==> config.mk <==
export PLATFORM = sky130hd
export DESIGN_NAME = utf16_to_utf8_encoder_top
export DESIGN_NICKNAME = d
export VERILOG_FILES = /design/src/u2u8_pkg.sv /design/src/utf16_to_utf8_encoder_top.sv /design/src/u2u8_encode.sv
export VERILOG_INCLUDE_DIRS = /design/src /design/src/src
export SDC_FILE = /design/constraint.sdc
export NUM_CORES = 1
export LEC_CHECK = 0
export ABC_CLOCK_PERIOD_IN_PS = 18800
export BUFFER_PORTS_ARGS = -buffer_cell sky130_fd_sc_hd__buf_2
export CAP_MARGIN = 20
export CORE_UTILIZATION = 40
export CTS_CLUSTER_DIAMETER = 40
export DETAILED_ROUTE_END_ITERATION = 12
export PLACE_DENSITY_LB_ADDON = 0.3
export SETUP_SLACK_MARGIN = 0.1
export SYNTH_ARGS = -nofsm -noshare
export SYNTH_HDL_FRONTEND = slang
export SYNTH_SLANG_ARGS = --single-unit
export TNS_END_PERCENT = 5
==> constraint.sdc <==
create_clock -name clock -period 18.8 [get_ports clock]
set_input_delay 5.64 -clock clock [delete_from_list [all_inputs] [get_ports clock]]
set_output_delay 5.64 -clock clock [all_outputs]
set_load 0.1 [all_outputs]
==> src/assert_macros.svh <==
// Assertion helpers for the transcoder RTL.
`ifndef ASSERT_MACROS_SVH
`define ASSERT_MACROS_SVH

`ifndef SYNTH

// Check that cons holds in the same cycle as ante.
`define ASSERT_SAME(label, clk, rst, ante, cons) \
   label: assert property (@(posedge clk) disable iff (rst) (ante) |-> (cons)) \
      else $error("assertion failed");

// Check that cons holds in the cycle after ante.
`define ASSERT_NEXT(label, clk, rst, ante, cons) \
   label: assert property (@(posedge clk) disable iff (rst) (ante) |=> (cons)) \
      else $error("assertion failed");

`else

`define ASSERT_SAME(label, clk, rst, ante, cons)
`define ASSERT_NEXT(label, clk, rst, ante, cons)

`endif

`endif

==> src/u2u8_pkg.sv <==
package u2u8_pkg;

   localparam int COUNT_BITS_DEF = 24;
   localparam int CAP_W          = 24;
   localparam int BC_W           = 24;
   localparam int UNIT_W         = 16;
   localparam int CP_W           = 21;
   localparam int MAX_RESULTS    = 7;
   localparam int IDX_W          = 3;
   localparam int LIST_DEPTH     = 2 ** IDX_W;

   localparam logic [CAP_W-1:0]  CAP_RESET   = 24'hFF_FFFF;

   localparam logic [UNIT_W-1:0] SURR_HI_MIN = 16'hD800;
   localparam logic [UNIT_W-1:0] SURR_HI_MAX = 16'hDBFF;
   localparam logic [UNIT_W-1:0] SURR_LO_MIN = 16'hDC00;
   localparam logic [UNIT_W-1:0] SURR_LO_MAX = 16'hDFFF;

   localparam logic [CP_W-1:0]   CP_SUPP_BASE = 21'h01_0000;
   localparam logic [CP_W-1:0]   CP_1B_LIMIT  = 21'h00_0080;
   localparam logic [CP_W-1:0]   CP_2B_LIMIT  = 21'h00_0800;
   localparam logic [CP_W-1:0]   CP_3B_LIMIT  = 21'h01_0000;

   localparam logic [7:0] CONT_MARK = 8'h80;
   localparam logic [7:0] LEAD_2B   = 8'hC0;
   localparam logic [7:0] LEAD_3B   = 8'hE0;
   localparam logic [7:0] LEAD_4B   = 8'hF0;

   typedef struct packed {
      logic [2:0]      len;
      logic [3:0][7:0] bytes;
   } cp_enc_type;

   typedef struct packed {
      logic [UNIT_W-1:0] held_high;
      logic              holding;
      logic              stopped;
   } hold_state_type;

   function automatic cp_enc_type utf8_encode(input logic [CP_W-1:0] cp);
      cp_enc_type r;
      r.len   = 3'd0;
      r.bytes = '0;
      if (cp < CP_1B_LIMIT) begin
         r.len      = 3'd1;
         r.bytes[0] = cp[7:0];
      end else if (cp < CP_2B_LIMIT) begin
         r.len      = 3'd2;
         r.bytes[0] = LEAD_2B | {3'b000, cp[10:6]};
         r.bytes[1] = CONT_MARK | {2'b00, cp[5:0]};
      end else if (cp < CP_3B_LIMIT) begin
         r.len      = 3'd3;
         r.bytes[0] = LEAD_3B | {4'b0000, cp[15:12]};
         r.bytes[1] = CONT_MARK | {2'b00, cp[11:6]};
         r.bytes[2] = CONT_MARK | {2'b00, cp[5:0]};
      end else begin
         r.len      = 3'd4;
         r.bytes[0] = LEAD_4B | {5'b00000, cp[20:18]};
         r.bytes[1] = CONT_MARK | {2'b00, cp[17:12]};
         r.bytes[2] = CONT_MARK | {2'b00, cp[11:6]};
         r.bytes[3] = CONT_MARK | {2'b00, cp[5:0]};
      end
      return r;
   endfunction

endpackage

==> src/utf16_to_utf8_encoder_top.sv <==
// Channel   Dir  Ports                 Contents (low bit up)
// req       in   req_tdata/tlast       code_unit[15:0]; tlast = last_unit
// rsp       out  rsp_tdata/tlast/tuser out_byte[7:0], byte_count[31:8];
//                                      tlast = run_end; tuser = is_terminator
// csr       in   csr_wr_en/wr_data     out_capacity[23:0]
//
// An item gives one result per cycle while rsp is not stalled (0 to 7
// results); a held high surrogate with no results retires without using the
// rsp output. The byte-wide rsp output register sets this rate.
// Reset is synchronous, active high, clears string state and sets capacity
// to its maximum.
// A stalled rsp holds its register; the next item is taken in the cycle the
// last result of the current one is loaded.
`include "assert_macros.svh"

module utf16_to_utf8_encoder_top #(
   parameter int COUNT_BITS = u2u8_pkg::COUNT_BITS_DEF
) (
   input  logic        clock,
   input  logic        reset,
   // req: code_unit[15:0]
   input  logic [15:0] req_tdata,
   input  logic        req_tlast,
   input  logic        req_tvalid,
   output logic        req_tready,
   // rsp: out_byte[7:0], byte_count[31:8]
   output logic [31:0] rsp_tdata,
   output logic        rsp_tlast,
   // rsp_tuser: is_terminator
   output logic        rsp_tuser,
   output logic        rsp_tvalid,
   input  logic        rsp_tready,
   input  logic        csr_wr_en,
   input  logic [23:0] csr_wr_data
);

   localparam int IW   = u2u8_pkg::IDX_W;
   localparam int BC_W = u2u8_pkg::BC_W;

   // Capacity register.
   logic [u2u8_pkg::CAP_W-1:0] cap_ff;

   // Input item register.
   logic                        item_vld_ff, item_vld_in;
   logic [u2u8_pkg::UNIT_W-1:0] unit_ff;
   logic                        last_ff;

   // String state.
   u2u8_pkg::hold_state_type    st_ff, st_in;
   logic [COUNT_BITS-1:0]       written_ff, written_in;

   // Position within the current item's results.
   logic [IW-1:0]               idx_ff, idx_in;

   // Output register.
   logic                        rsp_vld_ff, rsp_vld_in;
   logic [7:0]                  rsp_byte_ff, rsp_byte_in;
   logic                        rsp_end_ff, rsp_end_in;
   logic                        rsp_term_ff, rsp_term_in;
   logic [BC_W-1:0]             rsp_cnt_ff, rsp_cnt_in;

   logic [u2u8_pkg::LIST_DEPTH-1:0][7:0] byte_list;
   logic [IW-1:0]               n_bytes, total;
   u2u8_pkg::hold_state_type    st_next;
   logic [COUNT_BITS-1:0]       written_next;
   logic                        slot_free, load, done, is_term, is_end;
   logic [COUNT_BITS-1:0]       cnt_full;

   u2u8_encode #(
      .COUNT_BITS(COUNT_BITS)
   ) u_encode (
      .unit_i      (unit_ff),
      .last_i      (last_ff),
      .st_i        (st_ff),
      .written_i   (written_ff),
      .cap_i       (cap_ff),
      .byte_list_o (byte_list),
      .n_bytes_o   (n_bytes),
      .total_o     (total),
      .st_o        (st_next),
      .written_o   (written_next)
   );

   // The output slot frees up when empty or when its item is taken now.
   assign slot_free = ~rsp_vld_ff | rsp_tready;
   assign load      = item_vld_ff & (total != '0) & slot_free;
   assign is_end    = (idx_ff == total - 1'b1);
   assign is_term   = last_ff & (idx_ff == n_bytes);
   // Retire the item once its last result is loaded, or at once if it has none.
   assign done      = item_vld_ff & ((total == '0) | (load & is_end));

   assign req_tready = ~item_vld_ff | done;

   always_comb begin
      item_vld_in = item_vld_ff;
      if (req_tvalid & req_tready) begin
         item_vld_in = 1'b1;
      end else if (done) begin
         item_vld_in = 1'b0;
      end
   end

   always_comb begin
      idx_in = idx_ff;
      if (done) begin
         idx_in = '0;
      end else if (load) begin
         idx_in = idx_ff + 1'b1;
      end
   end

   // Bytes count up from the string's running total; the terminator sits right
   // after the item's bytes, so its position gives the final length.
   assign cnt_full = is_term ? written_ff + COUNT_BITS'(idx_ff) :
                     written_ff + COUNT_BITS'(idx_ff) + 1'b1;

   always_comb begin
      rsp_vld_in  = rsp_vld_ff;
      rsp_byte_in = rsp_byte_ff;
      rsp_end_in  = rsp_end_ff;
      rsp_term_in = rsp_term_ff;
      rsp_cnt_in  = rsp_cnt_ff;
      if (load) begin
         rsp_vld_in  = 1'b1;
         rsp_byte_in = is_term ? 8'h00 : byte_list[idx_ff];
         rsp_end_in  = is_end;
         rsp_term_in = is_term;
         rsp_cnt_in  = BC_W'(cnt_full);
      end else if (rsp_tready) begin
         rsp_vld_in = 1'b0;
      end
   end

   assign st_in      = done ? st_next : st_ff;
   assign written_in = done ? written_next : written_ff;

   always_ff @(posedge clock) begin
      if (reset) begin
         cap_ff      <= u2u8_pkg::CAP_RESET;
         item_vld_ff <= 1'b0;
         st_ff       <= '0;
         written_ff  <= '0;
         idx_ff      <= '0;
         rsp_vld_ff  <= 1'b0;
      end else begin
         if (csr_wr_en) begin
            cap_ff <= csr_wr_data;
         end
         item_vld_ff <= item_vld_in;
         st_ff       <= st_in;
         written_ff  <= written_in;
         idx_ff      <= idx_in;
         rsp_vld_ff  <= rsp_vld_in;
      end
   end

   // Payload registers: no reset needed.
   always_ff @(posedge clock) begin
      if (req_tvalid & req_tready) begin
         unit_ff <= req_tdata;
         last_ff <= req_tlast;
      end
      rsp_byte_ff <= rsp_byte_in;
      rsp_end_ff  <= rsp_end_in;
      rsp_term_ff <= rsp_term_in;
      rsp_cnt_ff  <= rsp_cnt_in;
   end

   assign rsp_tvalid = rsp_vld_ff;
   assign rsp_tdata  = {rsp_cnt_ff, rsp_byte_ff};
   assign rsp_tlast  = rsp_end_ff;
   assign rsp_tuser  = rsp_term_ff;

   // The result position never runs past the item's result count.
   `ASSERT_SAME(a_idx_bound, clock, reset, item_vld_ff & (total != '0), idx_ff < total)
   // An item that is not retired stays in the input register.
   `ASSERT_NEXT(a_item_holds, clock, reset, item_vld_ff & ~done, item_vld_ff)
   // A terminator is always the last result of its item.
   `ASSERT_SAME(a_term_end, clock, reset, rsp_vld_ff & rsp_term_ff, rsp_end_ff)
   // Retiring the final unit of a string clears the string state.
   `ASSERT_NEXT(a_str_clear, clock, reset, done & last_ff,
                (written_ff == '0) & ~st_ff.holding & ~st_ff.stopped)

endmodule

==> src/u2u8_encode.sv <==
// Work out all results of one code unit and the state it leaves behind.
module u2u8_encode #(
   parameter int COUNT_BITS = u2u8_pkg::COUNT_BITS_DEF
) (
   input  logic [u2u8_pkg::UNIT_W-1:0]        unit_i,
   input  logic                               last_i,
   input  u2u8_pkg::hold_state_type           st_i,
   input  logic [COUNT_BITS-1:0]              written_i,
   input  logic [u2u8_pkg::CAP_W-1:0]         cap_i,
   output logic [u2u8_pkg::LIST_DEPTH-1:0][7:0] byte_list_o,
   output logic [u2u8_pkg::IDX_W-1:0]         n_bytes_o,
   output logic [u2u8_pkg::IDX_W-1:0]         total_o,
   output u2u8_pkg::hold_state_type           st_o,
   output logic [COUNT_BITS-1:0]              written_o
);

   localparam int CW = (COUNT_BITS + 1 > u2u8_pkg::CAP_W + 1) ?
                       COUNT_BITS + 1 : u2u8_pkg::CAP_W + 1;
   localparam int IW = u2u8_pkg::IDX_W;

   logic                        is_high, is_low, pair, hold_new;
   logic                        pres_a, pres_b;
   logic [u2u8_pkg::CP_W-1:0]   cp_a, cp_b;
   u2u8_pkg::cp_enc_type        enc_a, enc_b;
   logic [COUNT_BITS:0]         after_a, after_b;
   logic                        fit_a, fit_b;
   logic                        take_a, take_b;
   logic                        stop_a, stop_b;
   logic [COUNT_BITS-1:0]       w_a, w_b;
   logic [IW-1:0]               n_a, n_b;
   logic [IW-1:0]               kb;

   assign is_high  = unit_i inside {[u2u8_pkg::SURR_HI_MIN:u2u8_pkg::SURR_HI_MAX]};
   assign is_low   = unit_i inside {[u2u8_pkg::SURR_LO_MIN:u2u8_pkg::SURR_LO_MAX]};
   assign pair     = st_i.holding & is_low;
   assign hold_new = is_high & ~last_i;

   // Up to two code points: a held or paired one first, then the new unit.
   always_comb begin
      if (pair) begin
         cp_a   = {1'b0, st_i.held_high[9:0], unit_i[9:0]} + u2u8_pkg::CP_SUPP_BASE;
         pres_a = 1'b1;
         cp_b   = '0;
         pres_b = 1'b0;
      end else if (st_i.holding) begin
         cp_a   = {5'b00000, st_i.held_high};
         pres_a = 1'b1;
         cp_b   = {5'b00000, unit_i};
         pres_b = ~hold_new;
      end else begin
         cp_a   = {5'b00000, unit_i};
         pres_a = ~hold_new;
         cp_b   = '0;
         pres_b = 1'b0;
      end
   end

   assign enc_a = u2u8_pkg::utf8_encode(cp_a);
   assign enc_b = u2u8_pkg::utf8_encode(cp_b);

   // A code point fits if its bytes plus the terminator stay inside capacity.
   assign after_a = {1'b0, written_i} + (COUNT_BITS + 1)'(enc_a.len);
   assign fit_a   = (CW'(after_a) < CW'(cap_i)) & ~after_a[COUNT_BITS];
   assign take_a  = pres_a & ~st_i.stopped & fit_a;
   assign stop_a  = st_i.stopped | (pres_a & ~fit_a);
   assign w_a     = take_a ? after_a[COUNT_BITS-1:0] : written_i;
   assign n_a     = take_a ? enc_a.len : '0;

   assign after_b = {1'b0, w_a} + (COUNT_BITS + 1)'(enc_b.len);
   assign fit_b   = (CW'(after_b) < CW'(cap_i)) & ~after_b[COUNT_BITS];
   assign take_b  = pres_b & ~stop_a & fit_b;
   assign stop_b  = stop_a | (pres_b & ~fit_b);
   assign w_b     = take_b ? after_b[COUNT_BITS-1:0] : w_a;
   assign n_b     = take_b ? enc_b.len : '0;

   assign n_bytes_o = n_a + n_b;
   assign total_o   = n_a + n_b + IW'(last_i);

   // Lay the bytes of both code points end to end; the terminator slot reads zero.
   always_comb begin
      for (int k = 0; k < u2u8_pkg::LIST_DEPTH; k++) begin
         kb = IW'(k) - n_a;
         if (IW'(k) < n_a) begin
            byte_list_o[k] = enc_a.bytes[k[1:0]];
         end else if (IW'(k) < n_bytes_o) begin
            byte_list_o[k] = enc_b.bytes[kb[1:0]];
         end else begin
            byte_list_o[k] = '0;
         end
      end
   end

   // Drop all string state after the last unit.
   always_comb begin
      if (last_i) begin
         st_o      = '0;
         written_o = '0;
      end else begin
         st_o.held_high = hold_new ? unit_i : '0;
         st_o.holding   = hold_new;
         st_o.stopped   = stop_b;
         written_o      = w_b;
      end
   end

endmodule

### Word-level counts from Yosys, hierarchy flattened

Cells that the tools add are included.

| storage, ports and cells | value |
|---|---|
| register bits after elaboration | 122 |
| input port bits | 46 |
| output and inout bits | 36 |
| word-level logic and storage cells | 180 |

| operators by class | value |
|---|---|
| add/sub/neg operators | 17 |
| order comparisons | 37 |
| equal/unequal tests | 2 |
| muxes and demuxes | 72 |
| bitwise gates (word level) | 31 |
| reduce and logical (&&, ||, !) cells | 7 |

Operator list:

| operator | number |
|---|---|
| $mux 8 | 29 |
| $mux 24 | 6 |
| $bmux 8 s2 | 8 |
| $mux 16 | 8 |
| $add 24x3->25 | 2 |
| $lt 25x24->1 | 2 |
| $mux 22 | 2 |
| $lt 21x12->1 const B | 2 |
| $lt 21x17->1 const B | 2 |
| $lt 21x8->1 const B | 2 |
| $ge 16x16->1 const B | 2 |
| $le 16x16->1 const B | 2 |
| $add 24x1->24 const B | 1 |
| $add 24x3->24 | 1 |
| $bmux 8 s3 | 1 |
| $lt 2x3->1 const B | 8 |
| $lt 3x3->1 const A | 8 |
| $mux 3 | 8 |
| $add 20x17->21 const B | 1 |
| $mux 21 | 1 |
| $mux 18 | 1 |
| $and 1x1->1 | 16 |
| $lt 1x3->1 const A | 4 |
| $lt 2x3->1 const A | 4 |
| other kinds (16) | 45 |

### Depth between registers and ports, before layout

| depth | value |
|---|---|
| depth after elaboration | 29 |
| depth in mapped cells | 63 |
| mapped depth without buffers | 57 |

### Hierarchy

A second synthesis with hierarchy kept.

| second synthesis, totals | value |
|---|---|
| cell total of the unflattened synthesis | 1508 |
| area, all modules | 11912.7 µm² |

By module, submodules not included:

| module | times used | cells each | area each (µm²) | seq. area each (µm²) |
|---|---|---|---|---|
| u2u8_encode | 1 | 953 | 6103.4 | 0.0 |
| utf16_to_utf8_encoder_top | 1 | 555 | 5809.3 | 2952.8 |

### Worst setup path before layout

Ideal clock, no wire load.

| timing | value |
|---|---|
| kind | register to output |
| start | reg unit_ff[13] (netlist name) |
| end | out req_tready |
| data arrival time | 12.123 ns |
| data required time | 13.160 ns |
| path slack | 1.037 ns |
| cell stages (with the launch flop) | 53 |
| path buffers | 5 |
| path through | edfxtp_1 -> nand3b_1 -> or4_1 -> nor4_1 -> o21a_1 -> buf_2 -> a21oi_1 -> inv_2 -> ha_1 -> inv_1 -> fa_1 -> and2b_1 -> o2111ai_4 -> clkbuf_1 -> nand2b_1 -> nor2_1 -> xor2_1 -> ha_1 -> [... 17 more ...] -> ha_1 -> a21oi_1 -> nor2b_1 -> o21ai_0 -> a31oi_1 -> nor3_1 -> nand2_1 -> nor2_1 -> and2_1 -> ha_1 -> fa_1 -> ha_1 -> inv_1 -> ha_1 -> xor2_1 -> and3_1 -> inv_1 -> o211ai_1 |

| between the ends | value |
|---|---|
| word-level cells in the longest chain between the ends | 27 |
| elaborated cells between the ends (all ways) | 60 |
| those cells by class | add/sub: 5; order compare: 12; eq/ne: 1; mux: 17; bitwise: 21; reduce/logical: 4 |

RTL lines:

| what | line | text |
|---|---|---|
| start, declared | utf16_to_utf8_encoder_top.sv:45 | `logic [u2u8_pkg::UNIT_W-1:0] unit_ff;` |
| start signal, assigned | utf16_to_utf8_encoder_top.sv:160 | `unit_ff <= req_tdata;` |
| $ge 16x16->1 / $le 16x16->1 (equally long branches) | u2u8_encode.sv:34 | `assign is_low = unit_i inside {[u2u8_pkg::SURR_LO_MIN:u2u8_pkg::SURR_LO_MAX]};` |
| $logic_and 1x1->1 | u2u8_encode.sv:34 |  |
| $and 1x1->1 | u2u8_encode.sv:35 | `assign pair = st_i.holding & is_low;` |
| $mux 21 | u2u8_encode.sv:40 | `if (pair) begin` |
| $lt 21x17->1 | u2u8_pkg.sv:51 | `end else if (cp < CP_3B_LIMIT) begin` |
| $mux 3 | u2u8_pkg.sv:51 |  |
| $mux 3 | u2u8_pkg.sv:47 | `end else if (cp < CP_2B_LIMIT) begin` |
| $mux 3 | u2u8_pkg.sv:44 | `if (cp < CP_1B_LIMIT) begin` |
| [... 8 more ...] | - |  |
| $and 1x1->1 | u2u8_encode.sv:71 | `assign take_b = pres_b & ~stop_a & fit_b;` |
| $mux 3 | u2u8_encode.sv:74 | `assign n_b = take_b ? enc_b.len : '0;` |
| $add 3x3->3 (*) | u2u8_encode.sv:77 | `assign total_o = n_a + n_b + IW'(last_i);` |
| $add 3x1->3 (*) | u2u8_encode.sv:77 |  |
| parallel branches: the longest is 4 deep, another holds $sub 3x1->3 | - |  |
| $or 1x1->1 (*) | utf16_to_utf8_encoder_top.sv:90 | `assign done = item_vld_ff & ((total == '0) \| (load & is_end));` |
| $and 1x1->1 (*) | utf16_to_utf8_encoder_top.sv:90 |  |
| $or 1x1->1 (*) | utf16_to_utf8_encoder_top.sv:92 | `assign req_tready = ~item_vld_ff \| done;` |
| end, declared | utf16_to_utf8_encoder_top.sv:25 | `output logic req_tready,` |

Every way passes the cells marked *.

### Worst setup path in the final report

Same ends and word-level chain as after synthesis.

==> out/qor.csv <==
metric,value,unit
async_flop_share,0,
grt_pass1_wl,60700,um
status,"finished, final reports clean",
intPower,559,uW
drt_iter0_markers,1338,
rsz0062_at_grt,no,
hold_violations,0,
hold_ws,0.493,ns
die_area,28200,um^2
ant_nets,0,
switching_share,0.314,
netlist.area_leader.share,0.139,
ys_warn_count,0,
ios,82,
period_share,0.956,
post-route-min-period,17.97,ns
dr_wl_met3,3870,um
startpoint,unit_ff[13],
setup_viol,0,
synth_ff_type,dfxtp_1,
crit_slowest_cell,or4_1,
grt_usage,0.278,
utilization,0.460,
fmax,55.7,MHz
wl_met1,16900,um
nets,1530,
clock-root-buffer,clkbuf_16,
ir_worst_vdd,0.0371,mV
drive_gt1_frac,0.133,
drt-total-wl,39100,um
syn_area,11000,um^2
synth.distinct_cells,93,
synth-edff-count,51,
area_growth,12.7,%
start_util,0.408,
relSlewSlack,0.357,
n_fill_cell,2611,
route.detailed.wl_per_inst,22.1,um
clkSinkCount,122,
cts_setup_buffers,0,
syn_area_per_cell,7.99,um^2
insertion_delay,0.44,ns
crit_arrival,12.33,ns
rows,60,
antenna_found_initial,2,
grt_pass1_vias,10373,
netlist_instances,1377,
cts_buffers,17,
ys_ff_latch,122,
coreArea,27000,um^2
first_pass_iters,6,
h-tree-depth,4,
cp-start-kind,flip-flop,
die_h,168,um
powerDensity,65.7,nW/um^2
critPathMaxStageDelay,0.56,ns
cp_max_fo,16,
drv_cap,0,
vias_per_cell,6.38,
critPathKind,flip-flop to output port,
crit_required,13.16,ns
combPwrFrac,0.183,
hold_class,flip-flop to flip-flop,
place.gp.congestion,1.02,
pwr-share-clk,0.447,
yosysTopAreaCell,edfxtp_1,
cpMostUsedCell,ha_1,
timing.rr.end,written_ff[4],
power.switching,256,uW
cts_tree,yes,
grt_max_degree,52,
clockBufferDepth,2,
path_clk_slew,0.06,ns
dieWidth,168,um
ys_seq_area_frac,0.268,
portBuffers,81,
reg2regPathDepth,52,
r2r_start,unit_ff[13],
drc,0,
tns,0,ns
antennaDiodeCount,0,
vias,11302,
wl_met2,17300,um
endpoint,req_tready,
synth.net_count,1489,
worstMarginPinSlew,0.954,ns
dp_hpwl,29200,um
top_layer,met5,
cp-end-kind,output port,
pwr-share-seq,0.369,
yosys-top-cells-area,"edfxtp_1 14%, dfxtp_1 13%, ha_1 7.0%, xnor2_1 6.5%, nand2_1 4.3%",
clock_skew,0.0115,ns
gr-total-overflow,0,
power_leakage,0.00471,uW
r2r_slack,5.16,ns
slew_viol_final,0,
-- worst max-delay path: cells and delay by family (launching register included) --
family / cells / cell delay (ns)
buf+inv: 6 / 0.74
fa+ha+maj: 9 / 2.70
simple gates: 21 / 5.61
flops: 1 / 0.42
xor+xnor: 2 / 0.28
compound gates: 10 / 2.12
-- layer usage --
| layer | up-vias | GRT usage |
|---|---|---|
| li1 | 5207 | - |
| met1 | 5366 | 0.385 |
| met2 | 641 | 0.435 |
| met3 | 86 | 0.0487 |
| met4 | 2 | 0.0949 |
| met5 | - | 0 |
-- Yosys cell counts, types with 15 or more instances --
library cell	number
o21ai_0	72
and3_1	19
a211oi_1	15
a21oi_1	76
ha_1	62
xnor2_1	82
or3_1	15
and2_1	19
buf_2	17
inv_1	53
nand4_1	24
nand2_1	127
o211ai_1	41
mux2i_1	27
nor3_1	55
o22ai_1	19
dfxtp_1	71
nand3_1	41
edfxtp_1	51
xor2_1	31
clkbuf_1	55
nor4_1	21
nor2_1	122
-- power groups by stage --
stage | combinational (uW) | sequential (uW) | clock [uW]
final | 149 | 301 | 365
after detailed placement | 146 | 307 | 0
after global placement | 145 | 307 | 0
after global routing | 159 | 302 | 380
after CTS | 146 | 301 | 369
after floorplan | 68.0 | 343 | 0
-- through the flow --
stage          power (uW)  instance area [um^2]  worst slack (ns)  std cells
3_5_place_dp          453                 11700             0.806       1738
6_report              815                 12400             0.834       1772
2_1_floorplan         411                 11000              1.04       1377
4_1_cts               817                 12300             0.296       1770
3_3_place_gp          452                 11700              1.24       1738
5_1_grt               842                 12400             0.164       1772
-- registers in the layout (all words and copies together) (netlist names) --
register     count
rsp_cnt_ff      24
written_ff      24
cap_ff          24
idx_ff           3
st_ff           18
rsp_byte_ff      8
item_vld_ff      1
last_ff          1
rsp_tvalid       1
rsp_tlast        1
rsp_tuser        1
unit_ff         16
-- worst min-delay path by stage --
stage | from | cells past startpoint | endpoint
6_report | st_ff[12] | 1 | st_ff[12]
5_1_grt | st_ff[17] | 1 | st_ff[17]
4_1_cts | st_ff[12] | 1 | st_ff[12]
3_5_place_dp | st_ff[12] | 1 | st_ff[12]
3_3_place_gp | st_ff[14] | 1 | st_ff[14]
2_1_floorplan | st_ff[12] | 1 | st_ff[12]
-- cell usage in the layout, fill, tap and decap left out, types with 14 or more instances in the layout --
cell type and instances:
buf_2 81, a21o_1 14, and3_1 19, nand4_1 24
mux2i_1 27, xor2_1 31, nand2_1 127, or3_1 15
inv_1 53, nor2_1 120, nand3_1 40, dfxtp_1 71
o21ai_0 71, o211ai_1 41, and2_1 19, ha_1 62
nor3_1 53, a21oi_1 74, clkbuf_16 19, edfxtp_1 51
a211oi_1 15, o22ai_1 19, xnor2_1 82, buf_4 26
nor4_1 21
-- layout make-up --
cell class                 count  area (um^2)  area share
multi-input combinational   1109         7510       0.606
sequential                   122         2950       0.238
timing repair buffer         109          648      0.0523
clock buffer                  21          483      0.0389
tap                          341          427      0.0344
inverter                      59          225      0.0182
clock inverter                11          156      0.0126
-- kinds of logic after synthesis --
kind of cell | synth area share
XOR/XNOR | 0.0940
AND/OR/NAND/NOR | 0.238
buffers and inverters | 0.0541
multiplexers | 0.0307
adder cells (fa/ha/maj) | 0.0778
flip-flops | 0.268
AO/OA/AOI/OAI | 0.238
-- what timing repair did --
action,4_1_cts,5_1_grt
endpoints found under the hold margin,0,0
gates resized for setup,0,7
hold buffers,0,0
endpoints found under the setup margin,0,1
Power figures use the tool's default switching activity.
